==> src/sv/rita_pkg.sv <==
// Shared constants and character helpers for the radix integer to ASCII converter.
package rita_pkg;

  localparam int unsigned VALUE_WIDTH = 32;
  localparam int unsigned DIGIT_DEPTH = 32;
  localparam int unsigned RADIX_W     = 5;
  localparam int unsigned DIGIT_W     = 4;
  localparam int unsigned CHAR_W      = 8;
  localparam int unsigned FLAGS_W     = 2;

  localparam int unsigned DIV_STEPS = 4;
  localparam int unsigned DIV_ITER  = VALUE_WIDTH / DIV_STEPS;
  localparam int unsigned DIV_CNT_W = (DIV_ITER > 1) ? $clog2(DIV_ITER) : 1;

  localparam int unsigned DIGIT_IDX_W = $clog2(DIGIT_DEPTH);
  localparam int unsigned COUNT_W     = $clog2(DIGIT_DEPTH + 1);

  localparam logic [RADIX_W-1:0] RADIX_MIN = RADIX_W'(2);
  localparam logic [RADIX_W-1:0] RADIX_MAX = RADIX_W'(16);

  localparam int unsigned FLAG_UNSIGNED = 0;
  localparam int unsigned FLAG_LOWER    = 1;

  localparam logic [CHAR_W-1:0] CHAR_MINUS = 8'h2D;
  localparam logic [CHAR_W-1:0] CHAR_ZERO  = 8'h30;
  localparam logic [CHAR_W-1:0] CHAR_UPPER = 8'h41;
  localparam logic [CHAR_W-1:0] CHAR_LOWER = 8'h61;
  localparam logic [DIGIT_W-1:0] DIGIT_TEN = DIGIT_W'(10);

  // Map one digit to its ASCII character in the requested letter case.
  function automatic logic [CHAR_W-1:0] digit_char(input logic [DIGIT_W-1:0] d,
                                                   input logic lower);
    logic [CHAR_W-1:0] base_c;
    if (d < DIGIT_TEN) begin
      digit_char = CHAR_ZERO + CHAR_W'(d);
    end else begin
      base_c = lower ? CHAR_LOWER : CHAR_UPPER;
      digit_char = base_c + CHAR_W'(d - DIGIT_TEN);
    end
  endfunction

endpackage

==> src/sv/rita_divider.sv <==
// Iterative restoring divider: magnitude by radix, several quotient bits per cycle.
module rita_divider (
  input  logic                                clk_i,
  input  logic                                rst_ni,
  input  logic                                start_i,
  input  logic [rita_pkg::VALUE_WIDTH-1:0]    dividend_i,
  input  logic [rita_pkg::RADIX_W-1:0]        divisor_i,
  output logic                                done_o,
  output logic [rita_pkg::VALUE_WIDTH-1:0]    quotient_o,
  output logic [rita_pkg::DIGIT_W-1:0]        remainder_o
);

  logic [rita_pkg::VALUE_WIDTH-1:0] quo_q, quo_d;
  logic [rita_pkg::DIGIT_W-1:0]     rem_q, rem_d;
  logic [rita_pkg::DIV_CNT_W-1:0]   cnt_q;
  logic                             run_q;
  logic                             done_q;

  // Shift in one dividend bit per step, subtract the divisor where it fits.
  always_comb begin
    logic [rita_pkg::DIGIT_W:0] trial;
    quo_d = quo_q;
    rem_d = rem_q;
    for (int s = 0; s < rita_pkg::DIV_STEPS; s++) begin
      trial = {rem_d, quo_d[rita_pkg::VALUE_WIDTH-1]};
      quo_d = {quo_d[rita_pkg::VALUE_WIDTH-2:0], 1'b0};
      if (trial >= divisor_i) begin
        trial    = trial - divisor_i;
        quo_d[0] = 1'b1;
      end
      rem_d = trial[rita_pkg::DIGIT_W-1:0];
    end
  end

  always_ff @(posedge clk_i or negedge rst_ni) begin
    if (!rst_ni) begin
      run_q  <= 1'b0;
      done_q <= 1'b0;
      cnt_q  <= '0;
    end else begin
      done_q <= 1'b0;
      if (start_i) begin
        run_q <= 1'b1;
        cnt_q <= '0;
      end else if (run_q) begin
        cnt_q <= cnt_q + rita_pkg::DIV_CNT_W'(1);
        if (cnt_q == rita_pkg::DIV_CNT_W'(rita_pkg::DIV_ITER - 1)) begin
          run_q  <= 1'b0;
          done_q <= 1'b1;
        end
      end
    end
  end

  always_ff @(posedge clk_i) begin
    if (start_i) begin
      quo_q <= dividend_i;
      rem_q <= '0;
    end else if (run_q) begin
      quo_q <= quo_d;
      rem_q <= rem_d;
    end
  end

  assign done_o      = done_q;
  assign quotient_o  = quo_q;
  assign remainder_o = rem_q;

endmodule

==> src/sv/radix_integer_to_ascii.sv <==
// Radix integer to ASCII converter: top level with sequencer and digit store.
//
// Usage: drive value_i, base_i and format_flags_i and raise start; the request
// is taken at a rising edge where start is high and busy is low. busy stays
// high until the last character of the text has been sent.
// format_flags_i bit 0 reads value_i as unsigned, bit 1 selects lower-case
// letters. A base below 2 counts as 2, above 16 as 16.
// Each character appears on character_o for exactly one cycle with strobe_o
// high; last_o marks the final character. A negative signed value starts with
// '-'. The receiver cannot stall: characters come one per cycle.
// Each digit takes one pass of the shared divider (8 steps of 4 quotient bits,
// plus launch and hand-back). The text has one character per digit, one more
// for a minus sign; the final character shows in the first cycle with busy
// low. The slowest request is -2^31 in base 2. No new request is taken while
// busy is high.
// Reset clears the sequencer, the digit count and the output strobe; the
// block is idle and ready right after reset.
module radix_integer_to_ascii (
  input  logic                              clk_i,
  input  logic                              rst_ni,
  input  logic                              start,
  output logic                              busy,
  input  logic signed [31:0]                value_i,
  input  logic [rita_pkg::RADIX_W-1:0]      base_i,
  input  logic [rita_pkg::FLAGS_W-1:0]      format_flags_i,
  output logic                              strobe_o,
  output logic [rita_pkg::CHAR_W-1:0]       character_o,
  output logic                              last_o
);

  // Sequencer states
  localparam logic [1:0] ST_IDLE = 2'd0;
  localparam logic [1:0] ST_DIV  = 2'd1;
  localparam logic [1:0] ST_EMIT = 2'd2;

  logic [1:0]                          state_q, state_d;
  logic [rita_pkg::COUNT_W-1:0]        count_q, count_d;
  logic                                sign_q, sign_d;
  logic                                div_start_q, div_start_d;
  logic                                strobe_q, strobe_d;
  logic [rita_pkg::VALUE_WIDTH-1:0]    mag_q, mag_d;
  logic [rita_pkg::RADIX_W-1:0]        radix_q, radix_d;
  logic                                lower_q, lower_d;
  logic [rita_pkg::CHAR_W-1:0]         char_q, char_d;
  logic                                last_q, last_d;

  // Digit store, least significant digit at index 0
  logic [rita_pkg::DIGIT_W-1:0]        store [rita_pkg::DIGIT_DEPTH];
  logic                                store_we;
  logic [rita_pkg::DIGIT_IDX_W-1:0]    store_waddr;
  logic [rita_pkg::DIGIT_IDX_W-1:0]    store_raddr;
  logic [rita_pkg::COUNT_W-1:0]        count_m1;
  logic [rita_pkg::COUNT_W-1:0]        rd_count;
  logic [rita_pkg::DIGIT_W-1:0]        store_rdata_q;

  logic [rita_pkg::VALUE_WIDTH-1:0]    val_bits;
  logic [rita_pkg::RADIX_W-1:0]        base_clamped;
  logic                                div_done;
  logic [rita_pkg::VALUE_WIDTH-1:0]    div_quo;
  logic [rita_pkg::DIGIT_W-1:0]        div_rem;
  logic [rita_pkg::COUNT_W-1:0]        count_inc;

  assign val_bits = value_i;

  // Clamp the radix into 2..16
  always_comb begin
    priority if (base_i < rita_pkg::RADIX_MIN) begin
      base_clamped = rita_pkg::RADIX_MIN;
    end else if (base_i > rita_pkg::RADIX_MAX) begin
      base_clamped = rita_pkg::RADIX_MAX;
    end else begin
      base_clamped = base_i;
    end
  end

  assign count_inc   = count_q + rita_pkg::COUNT_W'(1);
  assign count_m1    = count_q - rita_pkg::COUNT_W'(1);
  // Prefetch the digit that the next count points at
  assign rd_count    = count_d - rita_pkg::COUNT_W'(1);
  assign store_waddr = count_q[rita_pkg::DIGIT_IDX_W-1:0];
  assign store_raddr = rd_count[rita_pkg::DIGIT_IDX_W-1:0];

  rita_divider u_divider (
    .clk_i       (clk_i),
    .rst_ni      (rst_ni),
    .start_i     (div_start_q),
    .dividend_i  (mag_q),
    .divisor_i   (radix_q),
    .done_o      (div_done),
    .quotient_o  (div_quo),
    .remainder_o (div_rem)
  );

  always_comb begin
    state_d     = state_q;
    count_d     = count_q;
    sign_d      = sign_q;
    div_start_d = 1'b0;
    strobe_d    = 1'b0;
    mag_d       = mag_q;
    radix_d     = radix_q;
    lower_d     = lower_q;
    char_d      = char_q;
    last_d      = last_q;
    store_we    = 1'b0;
    unique case (state_q)
      ST_IDLE: begin
        if (start) begin
          // Latch the request and launch the first division
          radix_d = base_clamped;
          lower_d = format_flags_i[rita_pkg::FLAG_LOWER];
          sign_d  = !format_flags_i[rita_pkg::FLAG_UNSIGNED]
                    && val_bits[rita_pkg::VALUE_WIDTH-1];
          mag_d   = sign_d ? (~val_bits + rita_pkg::VALUE_WIDTH'(1)) : val_bits;
          count_d = '0;
          div_start_d = 1'b1;
          state_d = ST_DIV;
        end
      end
      ST_DIV: begin
        if (div_done) begin
          // Store the remainder as the next digit, continue on the quotient
          store_we = 1'b1;
          mag_d    = div_quo;
          count_d  = count_inc;
          if (div_quo == '0 ||
              count_inc == rita_pkg::COUNT_W'(rita_pkg::DIGIT_DEPTH)) begin
            state_d = ST_EMIT;
          end else begin
            div_start_d = 1'b1;
          end
        end
      end
      ST_EMIT: begin
        strobe_d = 1'b1;
        if (sign_q) begin
          char_d = rita_pkg::CHAR_MINUS;
          last_d = 1'b0;
          sign_d = 1'b0;
        end else begin
          // Drain digits most significant first
          char_d  = rita_pkg::digit_char(store_rdata_q, lower_q);
          last_d  = (count_q == rita_pkg::COUNT_W'(1));
          count_d = count_m1;
          if (count_q == rita_pkg::COUNT_W'(1)) begin
            state_d = ST_IDLE;
          end
        end
      end
      default: begin
        state_d = ST_IDLE;
      end
    endcase
  end

  always_ff @(posedge clk_i or negedge rst_ni) begin
    if (!rst_ni) begin
      state_q     <= ST_IDLE;
      count_q     <= '0;
      sign_q      <= 1'b0;
      div_start_q <= 1'b0;
      strobe_q    <= 1'b0;
    end else begin
      state_q     <= state_d;
      count_q     <= count_d;
      sign_q      <= sign_d;
      div_start_q <= div_start_d;
      strobe_q    <= strobe_d;
    end
  end

  always_ff @(posedge clk_i) begin
    mag_q   <= mag_d;
    radix_q <= radix_d;
    lower_q <= lower_d;
    char_q  <= char_d;
    last_q  <= last_d;
  end

  // A write always targets the prefetch address, so forward the new digit
  always_ff @(posedge clk_i) begin
    if (store_we) begin
      store[store_waddr] <= div_rem;
      store_rdata_q      <= div_rem;
    end else begin
      store_rdata_q      <= store[store_raddr];
    end
  end

  assign busy        = (state_q != ST_IDLE);
  assign strobe_o    = strobe_q;
  assign character_o = char_q;
  assign last_o      = last_q;

  // The final character leaves the block idle
  a_last_idle: assert property (@(posedge clk_i) disable iff (!rst_ni)
    strobe_o && last_o |-> !busy)
    else $error("block still busy on final character");

  // A character that is not the final one leaves more text pending
  a_more_busy: assert property (@(posedge clk_i) disable iff (!rst_ni)
    strobe_o && !last_o |-> busy)
    else $error("block idle with text still pending");

  // An accepted request always starts a division pass
  a_accept_div: assert property (@(posedge clk_i) disable iff (!rst_ni)
    start && !busy |=> busy && div_start_q)
    else $error("accepted request did not launch the divider");

  // The digit count never passes the store depth
  a_count_max: assert property (@(posedge clk_i) disable iff (!rst_ni)
    count_q <= rita_pkg::COUNT_W'(rita_pkg::DIGIT_DEPTH))
    else $error("digit count beyond store depth");

endmodule

==> config.mk <==
export PLATFORM = sky130hd
export DESIGN_NAME = radix_integer_to_ascii
export DESIGN_NICKNAME = d
export VERILOG_FILES = /design/src/sv/rita_pkg.sv /design/src/sv/rita_divider.sv /design/src/sv/radix_integer_to_ascii.sv
export SDC_FILE = /design/constraint.sdc
export NUM_CORES = 1
export LEC_CHECK = 0
export ABC_AREA = 1
export BUFFER_PORTS_ARGS = -buffer_cell sky130_fd_sc_hd__buf_4
export CAP_MARGIN = 20
export CORE_MARGIN = 3
export CORE_UTILIZATION = 51
export CTS_CLUSTER_DIAMETER = 40
export DETAILED_ROUTE_END_ITERATION = 10
export HOLD_SLACK_MARGIN = 0.05
export PLACE_DENSITY = 0.71
export REMOVE_ABC_BUFFERS = 1
export SLEW_MARGIN = 10
export SYNTH_ARGS = -nofsm -noshare
export SYNTH_HDL_FRONTEND = slang
export SYNTH_SLANG_ARGS = --single-unit
==> constraint.sdc <==
create_clock -name clk_i -period 5.1 [get_ports clk_i]
set_input_delay 1.02 -clock clk_i [delete_from_list [all_inputs] [get_ports clk_i]]
set_output_delay 1.02 -clock clk_i [all_outputs]
set_load 0.01 [all_outputs]
==> Word level (Yosys, flattened, before mapping) <==
Memory sizes are Yosys's and may differ from the RTL's. A register that Yosys moved wholly into a read port is not among the register bits.
Cells that the tools add are included.
{ "classes": {"n_bitwise": 1, "addsub": 12, "magnitude_cmp": 7, "muxes": 46, "n_reduce_logical": 14, "eq_ne": 10} }
{ "ops": {"columns": ["operator", "count"], "rows": [
  ["$mux W32", 5],
  ["$pmux W32 S2", 1],
  ["$add A32 B1 Y32 const B", 1],
  ["$logic_not A32 Y1", 1],
  ["$not A32 Y32", 1],
  ["$mux W6", 4],
  ["$ge A5 B5 Y1", 4],
  ["$mux W1", 19],
  ["$pmux W6 S3", 1],
  ["$mux W4", 4],
  ["$sub A4 B4 Y4", 4],
  ["$mux W2", 5],
  ["$add A7 B8 Y8", 1],
  ["$mux W8", 1],
  ["$ne A2 B2 Y1 const B", 4],
  ["$reduce_bool A2 Y1", 4],
  ["$add A6 B4 Y7 const A", 1],
  ["$add A6 B1 Y6 const B", 1],
  ["$eq A6 B1 Y1 const B", 1],
  ["$eq A6 B6 Y1 const B", 1],
  ["$mux W3", 2],
  ["$pmux W2 S3", 1],
  ["$sub A6 B1 Y6 const B", 1],
  ["$gt A5 B5 Y1 const B", 1],
  ["other kinds (19)", 21]
]} }
{ "word_totals": {"ramBits": 128, "n_memories": 1, "out_inout_bits": 11, "word_cells": 107, "register_bits": 99, "in_bits": 42} }
{ "mem_list": {"columns": ["name", "words", "word_bits", "read_ports", "rd_clocked_by_memory_dff", "write_ports", "line_no", "text"], "rows": [
  ["store", 32, 4, 1, 1, 1, "radix_integer_to_ascii.sv:48", "logic [rita_pkg::DIGIT_W-1:0] store [rita_pkg::DIGIT_DEPTH];"]
]} }

==> Longest topological paths before layout <==
{ "logic_depth": {"ltp_word": 10, "mapped_depth": 37, "mapped_depth_nobuf": 37} }

==> Modules after synthesis <==
Synthesis repeated with hierarchy kept, for this count alone.
{ "hier_totals": {"cells_unflattened": 1260, "hier_area_um2": 11981.5} }
{ "modules_own_cells": {"columns": ["mod", "instances", "seq_area_each_um2", "cells_per_inst", "area_each_um2"], "rows": [
  ["radix_integer_to_ascii", 1, 5630.4, 949, 9328.9],
  ["rita_divider", 1, 1166.1, 311, 2652.5]
]} }

==> Worst setup path before layout <==
OpenSTA, ideal clock, no wires.
{ "synth_timing": {"path_kind": "reg-to-reg", "startpoint": "register u_divider.rem_q (netlist bit u_divider.remainder_o[1])", "endpoint": "register u_divider.rem_q (netlist bit u_divider.remainder_o[0])", "setup_time_ns": 0.155, "t_required_ns": 4.945, "arrival_time_ns": 5.183, "synth_period_minus_slack_ns": 5.338, "path_buffers": 0, "path_slack_ns": -0.238, "stages_incl_launch_ff": 35, "cell_sequence": "dfxtp_1 > ha_1 > a21o_1 > a31oi_1 > nand3_2 > nand2_1 > o21ai_1 > ha_1 > nand2_1 > inv_1 > nand2_1 > nand2_1 > nand2_1 > nand2_1 > a21oi_4 > nand3_1 > nand2_1 > inv_1 > ha_1 > a21oi_1 > o21ai_1 > nand2_1 > nand2_1 > a21oi_2 > or2_2 > nand2_1 > ha_1 > a21oi_1 > nand2_1 > nand2_1 > nand3b_1 > a21oi_1 > inv_1 > o21ai_0 > o22ai_1"} }
{ "synth_via": {"elab_chain_cells": 8, "elab_cells_between_ends": 11, "cone_classes": "add/sub: 3; order compare: 4; mux: 4"} }
{ "synth_lines": {"columns": ["element", "line_no", "text"], "rows": [
  ["start: declaration", "rita_divider.sv:14", "logic [rita_pkg::DIGIT_W-1:0] rem_q, rem_d;"],
  ["start signal: assignment", "rita_divider.sv:61", "rem_q <= rem_d;"],
  ["$sub A4 B4 Y4 / $ge A5 B5 Y1 (equally long branches)", "rita_divider.sv:28, rita_divider.sv:27", null],
  ["$mux W4 *", "rita_divider.sv:27", "if (trial >= divisor_i) begin"],
  ["$sub A4 B4 Y4 / $ge A5 B5 Y1 (equally long branches)", "rita_divider.sv:28, rita_divider.sv:27", null],
  ["$mux W4 *", "rita_divider.sv:27", null],
  ["$ge A5 B5 Y1 / $sub A4 B4 Y4 (equally long branches)", "rita_divider.sv:27, rita_divider.sv:28", null],
  ["$mux W4 *", "rita_divider.sv:27", null],
  ["$ge A5 B5 Y1 *", "rita_divider.sv:27", null],
  ["$mux W4 *", "rita_divider.sv:27", null]
]} }
Every way passes the cells marked *; elsewhere a longest branch is shown, timed or not.
A chain may end at the register's enable or synchronous reset.

==> Final worst setup path <==
{ "layout_timing": {"startpoint": "register u_divider.quo_q (netlist bit u_divider.quotient_o[31])", "endpoint": "register u_divider.rem_q (netlist bit u_divider.remainder_o[1])"} }
{ "layout_via": {"elab_chain_cells": 8, "elab_cells_between_ends": 12, "cone_classes": "add/sub: 4; order compare: 4; mux: 4"} }
{ "layout_lines": {"columns": ["element", "line_no", "text"], "rows": [
  ["start: declaration", "rita_divider.sv:13", "logic [rita_pkg::VALUE_WIDTH-1:0] quo_q, quo_d;"],
  ["start signal: assignment", "rita_divider.sv:57", "quo_q <= dividend_i;"],
  ["start signal: assignment", "rita_divider.sv:60", "quo_q <= quo_d;"],
  ["$sub A4 B4 Y4 / $ge A5 B5 Y1 (equally long branches)", "rita_divider.sv:28, rita_divider.sv:27", null],
  ["$mux W4 *", "rita_divider.sv:27", null],
  ["$sub A4 B4 Y4 / $ge A5 B5 Y1 (equally long branches)", "rita_divider.sv:28, rita_divider.sv:27", null],
  ["$mux W4 *", "rita_divider.sv:27", null],
  ["$ge A5 B5 Y1 / $sub A4 B4 Y4 (equally long branches)", "rita_divider.sv:27, rita_divider.sv:28", null],
  ["$mux W4 *", "rita_divider.sv:27", null],
  ["$sub A4 B4 Y4 / $ge A5 B5 Y1 (equally long branches)", "rita_divider.sv:28, rita_divider.sv:27", null],
  ["$mux W4 *", "rita_divider.sv:27", null]
]} }
Marked as above.

==> results.md <==
- Commonest non-fill, non-tap cell in the layout: nand2_1
- Most used cell, CP: nand2_1
- Routed len/inst: 17.8 um
- Slew headroom: a little under a third
- # diodes: 0
- Worst Hold Class: in2async
- Post-route setup slack: -93.7 ps
- # placed instances: 1538
- Routability cong.: 0.898
- Row count: 54
- Worst EP required: approximately 5500 ps
- Finished Layout Cells: 1640
- CTS root buffer: clkbuf_16
- Post-synthesis cell area: ~12000 sq um
- Post-synth top area share: 52.7%
- Grt total ovfl: 0
- Slew Limit Fails: 0
- Met1 Usage GRT: 30.0%
- Slew @ Worst Pin: approximately 1000 ps
- Final nets: 1413
- Final Cycle Share: 102%
- Fraction of layout cells with a size suffix above 1: 18.7%
- Syn Area/Cell: 9.62 sq um
- Kind of critical path: reg2reg
- Final setup vio count: 5
- Clock tree buffer depth: 3
- H-tree level count: 2
- Clk sinks: 232
- Via density: 5.52
- Chip width: between 150 and 200 um
- Failing checks: setup timing
- Leakage power: between 5 and 6 nW
- Fmax: 193 MHz
- Unique masters post-synth: 48
- Ys Warns: 0
- PwrDens: 317 nW/um^2
- Crit-path max FO: 8
- Tmin final: 5190 ps
- Max_cap viols: 0
- Placed Area: ~12000 sq um
- Starting DRT DRC Count: 695
- Fin util: 63.6%
- FF/Latch Area: 6800 sq um
- Worst hold margin: 378 ps
- Pre-antenna DRT Iters: 5
- Hold Vio Cnt, Final: 0
- Die Height: 158 um
- Initial antenna violation count: 0
- Die area: 25000 sq um
- Met2 Track Usage GR: 39.0%
- CTS Hold Bufs: 0
- Core Region: 22300 sq um
- Reg clk slew, reported paths: 60 ps
- Total CTS buffers: 35
- Final instance area: 14200 sq um
- Largest net degree at the start of global routing: 65
- Worst setup EP type: flop
- Vias post-DR: 9053
- CTS tree: built
- Place WS: -107 ps
- Yosys reg bits: 232
- Detailed Place HPWL: 17800 um
- Top cells by area, synth: edfxtp_1 (53%), nand2_1 (11%), nand3_1 (6.0%), ha_1 (3.6%), dfrtp_1 (3.4%)
- Initial Util: a little over half
- Top cell type by total area after synthesis: edfxtp_1
- First-pass GRT wire length: 45000 um
- Mapped Cells: roughly 1200
- Final wirelength: a little under 30000 um
- Startpoint types: flop
- Setup_tns: -335 ps
- Unrepaired setup endpoints after global routing: yes
- Slowest-stage cell, CP: edfxtp_1
- Tot GR Track Use: approximately 23%
- Number of global-route vias before repair: 8717
- Gr busiest metal: met2
- Area of the multi-input gates: approximately 4600 sq um
- Largest stage delay, worst path: 430 ps
- Number of synthesized flops with an enable pin: 207
- Worst skew pair latency: 510 ps
- Fill count: 1772
- Port Buffers: 52
- Outcome: finished, violations left
- Antenna viol nets, final: 0
- Crit path DAT: 5560 ps
- Final Power: 4.50 mW
- DRC Markers: 0
- Seq/Total Area, Yosys: 57.7%
- Clk_skew: 16.4 ps
- Maximum VDD drop: 0.212 mV
- I/O pin count: 53
- Met3 usage: 3.61%
- Async set-reset flop share out of synthesis: 6.90%
- Ys flop type: edfxtp_1
- Area Overhead vs Synth: 20.3%
- Most frequent cells in the layout: nand2_1 (340), edfxtp_1 (207), nand3_1 (139)
-- power breakdown --
group          total [mW]  switching (mW)  internal, mW
clock network        2.36           0.862          1.50
logic              0.0900          0.0488        0.0412
registers            2.04               0          2.04
total                4.50           0.910          3.59
-- cell usage after synthesis (5+ instances only) --
cell and n:
buf_2 10, or2_2 10, nand3_1 141, nor3_1 7, xor2_1 20, buf_4 5
edfxtp_1 207, nor2_1 87, o21ai_0 72, nand2_1 353, nand4_1 14, xnor2_1 14
o21ai_1 9, clkbuf_1 13, nand3b_1 5, buf_6 13, a21oi_1 22, ha_1 34
dfxtp_1 9, inv_1 104, dfrtp_1 16, nor4_1 6
-- layout make-up --
cell class	instances	area share, %
Clock buffer	44	6.78
Multi-Input combinational cell	842	32.2
Inverter	108	2.86
Clock inverter	20	1.53
Timing Repair Buffer	114	6.20
Tap cell	280	2.47
Sequential cell	232	48.0
-- final timing paths --
check                                              startpoint                               endpoint  slack [ps]  cells after the start
setup reg to reg           u_divider.quotient_o[31]$_DFFE_PP_  u_divider.remainder_o[1]$_SDFFE_PP0P_         -90                     31
setup / recovery           u_divider.quotient_o[31]$_DFFE_PP_  u_divider.remainder_o[1]$_SDFFE_PP0P_         -90                     31
hold / removal                                         rst_ni                 state_q[1]$_DFFE_PN0P_         380                      1
hold reg to reg                            mag_q[3]$_DFFE_PP_      u_divider.quotient_o[3]$_DFFE_PP_         500                      2
min in group clk_i                         mag_q[3]$_DFFE_PP_      u_divider.quotient_o[3]$_DFFE_PP_         500                      2
max in group asynchronous                              rst_ni                  div_start_q$_DFF_PN0_        4500                      1
-- registers in the layout (all words and copies together), names as in the netlist, 2 cells and up, named ones only --
register,count
character_o,8
count_q,6
mag_q,32
radix_q,5
state_q,2
store,128
u_divider.cnt_q,3
u_divider.quotient_o,32
u_divider.remainder_o,4
-- routing by layer --
layer  share of wire (%)  up-vias
met4                 3.3        0
li1                    -     4379
met3                 6.2       73
met2                  49      333
met5                   0        -
met1                  41     4268
-- critical path: cells and delay by family (launching register included) --
kind                       cells  cell delay [ps]
adders and majority gates      5             1520
AOI/OAI and AO/OA              8             1180
xor gates and xnor gates       1              190
and+or+nand+nor               11              980
DFF                            1              430
buffers and inverters          6              760
-- cell families (layout without fill, tap and decap cells) --
logic type               after synthesis  count (layout)  synth area share, %
AO/OA/AOI/OAI                        127             127                 6.01
buffers and inverters                152             286                 5.94
flip-flops                           232             232                 57.7
AND/OR/NAND/NOR                      643             643                 23.6
XOR/XNOR                              34              34                 2.53
adder cells (fa/ha/maj)               38              38                 4.29
-- repair_timing --
| item | CTS | global route |
|---|---|---|
| gates resized for setup | 5 | 59 |
| setup endpoints to repair | 5 | 6 |
| endpoints found under the hold margin | 0 | 0 |
| setup buffers | 32 | 9 |
| pin swaps | 3 | 34 |
No activity file was read; power rests on OpenSTA's default activity.
